## config.mk

```make
export PLATFORM = sky130hd
export DESIGN_NAME = stbs_cmp
export DESIGN_NICKNAME = d
export VERILOG_FILES = /design/src/hw/rtl/sort_then_binary_search_table_assert.svh /design/src/hw/rtl/stbs_pkg.sv /design/src/hw/rtl/stbs_cmp.sv
export SDC_FILE = /design/constraint.sdc
export NUM_CORES = 1
export LEC_CHECK = 0
export BUFFER_PORTS_ARGS = -buffer_cell sky130_fd_sc_hd__buf_2
export CAP_MARGIN = 40
export CORE_UTILIZATION = 38
export DETAILED_ROUTE_END_ITERATION = 7
export PLACE_DENSITY = 0.81
export SLEW_MARGIN = 0
export SYNTH_ARGS = -nofsm -noshare
export SYNTH_HDL_FRONTEND = slang
export SYNTH_SLANG_ARGS = --single-unit
export TNS_END_PERCENT = 100
```

## constraint.sdc

```tcl
create_clock -name vclk -period 1.26
set_input_delay 0 -clock vclk [all_inputs]
set_output_delay 0 -clock vclk [all_outputs]
set_load 0.05 [all_outputs]
```

## src/hw/rtl/sort_then_binary_search_table_assert.svh

```systemverilog
// assertion macros shared by the table rtl
// needs a clock named aclk and an active-low reset named aresetn in scope
`ifndef SORT_THEN_BINARY_SEARCH_TABLE_ASSERT_SVH
`define SORT_THEN_BINARY_SEARCH_TABLE_ASSERT_SVH

// same-cycle implication, checked out of reset
`define STBS_ASSERT_IMPL(label, cond, prop, msg) \
    label: assert property (@(posedge aclk) disable iff (!aresetn) (cond) |-> (prop)) \
        else $error(msg);

// next-cycle implication, checked out of reset
`define STBS_ASSERT_NEXT(label, cond, prop, msg) \
    label: assert property (@(posedge aclk) disable iff (!aresetn) (cond) |=> (prop)) \
        else $error(msg);

`endif

```

## src/hw/rtl/stbs_pkg.sv

```systemverilog
// shared types for the sorted lookup table
// no dependencies
`timescale 1ns / 1ps

package stbs_pkg;

    localparam int unsigned DATA_W = 32;
    localparam int unsigned POS_W  = 8;

    // request kinds carried on s_tuser
    localparam logic REQ_LOAD   = 1'b0;
    localparam logic REQ_SEARCH = 1'b1;

    // sequencer states
    typedef enum logic [3:0] {
        ST_IDLE,
        ST_SORT_INIT,
        ST_PICK,
        ST_SCAN,
        ST_SWAP_P,
        ST_SWAP_LO,
        ST_SRCH_CHK,
        ST_SRCH_CMP,
        ST_DONE
    } stbs_state_t;

    // comparator flags: a < b and a == b
    typedef struct packed {
        logic lt;
        logic eq;
    } stbs_cmp_t;

endpackage

```

## src/hw/rtl/stbs_cmp.sv

```systemverilog
// shared signed comparator used by both sort scan and binary search
// depends on stbs_pkg
`timescale 1ns / 1ps

module stbs_cmp
    import stbs_pkg::*;
(
    input  logic signed [DATA_W-1:0] a,
    input  logic signed [DATA_W-1:0] b,
    output stbs_cmp_t                res
);

    // one signed magnitude compare and one equality
    always_comb begin
        res.lt = (a < b);
        res.eq = (a == b);
    end

endmodule
```

==> flow_summary.json, run 1 <==
{
  "ys_seq_area_share_pct": 0,
  "crit_arrival_ps": 1510,
  "grt-ovfl-total": 0,
  "tightest_slew_ps": 291.2,
  "area_delta_synth_final_pct": 101.1,
  "dp_hpwl_mm": 2.318,
  "coreArea_sq_um": 2002,
  "start_util_pct": 41.00,
  "avgSynthCellArea_sq_um": 7.264,
  "setup_tns_ps": -336.0,
  "diodes": 0,
  "post-route-cell-area_sq_um": 1650,
  "endpoint_kind": "output pin",
  "synth_top_area_share_pct": 48.78,
  "grt_max_degree": 5,
  "routed_via_density": 4.906,
  "remaining_drc_errors": 0,
  "rsz0062_at_grt": "yes",
  "nets": 284,
  "via_count": 1045,
  "placed_area_sq_um": 1579,
  "yosys_warnings": 0,
  "grt_pass1_vias": 1170,
  "p_per_area_nw_per_um2": 325.8,
  "dieArea_sq_um": 2350,
  "place.port_buffers": 66,
  "drv_slew": 0,
  "period_minus_slack_ps": 1508,
  "drt_iter0_drc": 5,
  "p_leak_uw": 0.0008075,
  "maxCapViolations": 0,
  "cp_slowest_cell": "a221o_1",
  "setup_ws_ps": -248.4,
  "max-vdd-ir-drop_uv": 210.1,
  "period_share_pct": 119.7,
  "postCtsSetupBuffers": 0,
  "routed_wl_mm": 2.464,
  "status": "complete, but fails checks",
  "drive_gt1_share_pct": 67.74,
  "cp_max_fo": 2,
  "crit_required_ps": 1260,
  "cpPeakStageDelay_ps": 310,
  "antenna_found_initial": 0,
  "seqCellArea_sq_um": 0,
  "io_pins": 66,
  "slew_headroom_pct": 80.47,
  "hold_viol_final": 0,
  "netlist_top_cells_area": "ha_1 49%, inv_1 15%, a21oi_1 6.7%",
  "seq_cell_count": 0,
  "setup_viol": 2,
  "nClkBuffers": 0,
  "grt_pass1_wl_mm": 4.478,
  "hold_path_class": "input port to output pin",
  "syn_area_sq_um": 820.8,
  "fmax_ghz": 0.6630,
  "synth_nets": 209,
  "row_count": 16,
  "path_delay_family": "compound AO/OA/AOI/OAI gates",
  "ys_types": 24,
  "drt-pass1-iter-count": 4,
  "critical_path_class": "input port to output pin",
  "worst_setup_path_start_kind": "input port",
  "holdBufCountCts": 0,
  "antenna_left": 0,
  "cp_cell_sequence": "buf_2, inv_2, ha_4, nand4_1, nor2_1, a221o_1, o31a_1, o22ai_4, buf_6",
  "synth_commonest_cells": "32 x ha_1, 32 x inv_1, 11 x a21oi_1, 7 x nand2_1, 6 x nand4_1",
  "violations": "setup timing",
  "yosys.area.top_type": "ha_1",
  "path_buf_inv": 3,
  "dieWidth_microns": 48.48,
  "wl_per_cell_microns": 11.57,
  "die_h_microns": 48.48,
  "place_congestion": 0.7252,
  "grt_use_total_pct": 22.99,
  "synth_cells": 113
}
## power breakdown
| group | leakage [uW] | internal (uW) | switching (uW) |
|---|---|---|---|
| Sequential | 0 | 0 | 0 |
| Clock | 0 | 0 | 0 |
| Combinational | 0.000807 | 286 | 252 |
| Total | 0.000807 | 286 | 252 |
## cell usage in the layout, fill, tap and decap left out, drive strengths merged, types with 2 or more instances in the layout
master / synthesis / layout
a21oi: 12 / 12
a21o: 2 / 2
nand4: 7 / 7
nand2: 7 / 7
buf: 0 / 73
nor4: 2 / 2
o21ai: 3 / 3
nor2: 4 / 4
inv: 32 / 32
ha: 32 / 32
nand3: 2 / 2
## area by class of cell
type / instances / area [sq um]
Multi-Input combinational cell: 81 / 1042
Timing Repair Buffer: 73 / 429.2
Fill cell: 139 / 351.6
Inverter: 32 / 145.1
Tap cell: 27 / 33.78
## cells by family after synthesis
logic type	count (synthesis)	synth area share, %
AO/OA/AOI/OAI	25	20.58
adder cells (fa/ha/maj)	32	48.78
buffers and inverters	32	14.63
AND/OR/NAND/NOR	24	16.01
## routing by layer
metal / vias to the layer above / wire, microns / global-route usage [%]
met5: - / 0 / 0
met2: 36 / 1429 / 51.41
li1: 543 / - / -
met3: 4 / 113 / 1.258
met4: 0 / 34 / 2.941
met1: 462 / 887 / 22.73
## path summary, 6_finish.rpt
kind | start | to | slack, ps | depth (start not counted)
setup / recovery | b[10] | res[1] | -250 | 9
hold / removal | a[31] | res[1] | 570 | 6
## what timing repair did
item / CTS / global route
setup endpoints to repair: 2 / 2
pin swaps: 15 / 5
gates resized for setup: 15 / 1
## metrics by stage
stage               setup WS, ps  power (uW)  util, %  hold WS [ps]  instances
floorplan                 -79.44       292.3        -         289.9        113
CTS                       -245.9       539.1    82.13         587.4        213
global placement          -331.5       475.8    78.88         604.4        213
global route              -299.7       601.3    82.44         589.4        213
detailed placement        -380.1       508.7    78.88         611.2        213
finish                    -248.4       537.8    82.44         568.4        213
No activity file was read; power rests on OpenSTA's default activity.
==> run 2: changes to the inputs <==
--- a/config.mk
+++ b/config.mk
@@ -10,6 +10,7 @@
 export CORE_UTILIZATION = 38
 export DETAILED_ROUTE_END_ITERATION = 7
 export PLACE_DENSITY = 0.81
+export REMOVE_ABC_BUFFERS = 1
 export SLEW_MARGIN = 0
 export SYNTH_ARGS = -nofsm -noshare
 export SYNTH_HDL_FRONTEND = slang
==> run 2 against run 1 <==
  * Sequential share of layout area did not move
  * Die area is the same
  * The flow still finishes with violations (setup timing)
  * Count of clock-buffer cells in the layout unchanged
  * Largest power group unchanged
  * Final cell count rose by 2.8%
  * Hold slack improved by 17 ps
==> flow_summary.json, run 2 (synthesis gave the netlist of run 1 again) <==
{
  "fillers": 100,
  "area_delta_synth_final_pct": 115.2,
  "fmax_ghz": 0.6650,
  "hold_depth": 5,
  "slew_headroom_pct": 81.04,
  "via_count": 1138,
  "final_cell_mix": "45 x buf_2, 22 x ha_4, 21 x buf_6, 16 x inv_1, 13 x buf_4",
  "routed_via_density": 5.196,
  "die_h_microns": 48.48,
  "setup_tns_ps": -421.7,
  "row_count": 16,
  "p_per_area_nw_per_um2": 343.5,
  "nets": 290,
  "p_leak_uw": 0.0008759,
  "dp_hpwl_mm": 1.952,
  "grt_pass1_wl_mm": 4.850,
  "nClkBuffers": 0,
  "crit_arrival_ps": 1500,
  "coreArea_sq_um": 2002,
  "place.port_buffers": 66,
  "start_util_pct": 41.00,
  "worstHoldEndpoint": "res[0]",
  "drt-pass1-iter-count": 4,
  "status": "complete, but fails checks",
  "post-route-cell-area_sq_um": 1767,
  "drv_slew": 0,
  "setup_viol": 2,
  "critical_path_class": "input port to output pin",
  "placed_area_sq_um": 1260,
  "crit_required_ps": 1260,
  "period_minus_slack_ps": 1504,
  "endpoint_kind": "output pin",
  "wl_per_cell_microns": 15.33,
  "max-vdd-ir-drop_uv": 237.5,
  "cp_max_fo": 4,
  "antenna_found_initial": 0,
  "dieArea_sq_um": 2350,
  "final_common_cell": "buf_2",
  "antenna_left": 0,
  "worst_setup_path_start_kind": "input port",
  "dieWidth_microns": 48.48,
  "hold_path_class": "input port to output pin",
  "violations": "setup timing",
  "seq_cell_count": 0,
  "drt_iter0_drc": 19,
  "grt_max_degree": 5,
  "remaining_drc_errors": 0,
  "setup_ws_ps": -243.9,
  "tightest_slew_ps": 284.4,
  "p_total_uw": 606.8,
  "rsz0062_at_grt": "yes",
  "io_pins": 66,
  "grt-ovfl-total": 0,
  "place_congestion": 0.6824,
  "seqCellArea_sq_um": 0,
  "hold_viol_final": 0,
  "grt_pass1_vias": 1219,
  "period_share_pct": 119.4,
  "routed_wl_mm": 3.357,
  "grt_use_total_pct": 24.90,
  "multiInputGateArea_sq_um": 1041,
  "diodes": 0,
  "hold_start": "b[0]",
  "drive_gt1_share_pct": 67.71,
  "maxCapViolations": 0
}
run 2: cell types whose count changed in the layout (fill, tap and decap cells not counted), sizes merged:
cell  change
buf       +6
run 2: how the worst max path moves through the flow:
stage | from | to | slack (ps) | depth (start not counted)
2_1_floorplan | b[31] | res[0] | -310 | 6
3_3_place_gp | a[14] | res[1] | -380 | 8
3_5_place_dp | a[14] | res[1] | -380 | 8
4_1_cts | b[15] | res[1] | -210 | 9
5_1_grt | b[9] | res[1] | -310 | 9
6_report | a[30] | res[1] | -240 | 8
run 2: final cells by class:
type | instances | share of cell area, %
Inverter | 32 | 7.507
Multi-Input combinational cell | 81 | 58.92
Tap cell | 27 | 1.912
Timing Repair Buffer | 79 | 31.66
run 2: worst max-delay path, cell delays in order:
cell and delay (ps):
buf_2 100, ha_1 340, nand4_4 140, nor2_1 60
a221oi_2 330, o2111ai_2 180, o22ai_2 160, buf_6 180
run 2: what timing repair did:
item	in CTS	in global routing
setup buffers	0	4
gates resized for setup	52	27
pin swaps	23	15
hold endpoints to repair	0	0
hold buffers	0	0
setup endpoints to repair	2	2
run 2: stage by stage:
stage	setup WS [ps]	hold slack (ps)	util, %	instances
after floorplan	-305.1	397.2	-	113
after global placement	-381.2	608.7	62.94	216
after detailed placement	-383.7	617.7	62.94	216
after CTS	-208.4	578.1	77.81	215
after global routing	-309.2	612.0	88.25	219
final	-243.9	585.6	88.25	219
run 2: power breakdown:
group,switching (uW),internal [uW],leakage (uW),total (uW)
Clock,0,0,0,0
Sequential,0,0,0,0
Combinational,275,332,0.000876,607
Total,275,332,0.000876,607
run 2: metal layers:
| metal | part of all wire (%) | GRT usage [%] |
|---|---|---|
| met3 | 5.3 | 1.887 |
| met4 | 5.6 | 3.431 |
| met5 | 0 | 0 |
| met2 | 53 | 55.40 |
| met1 | 36 | 24.43 |
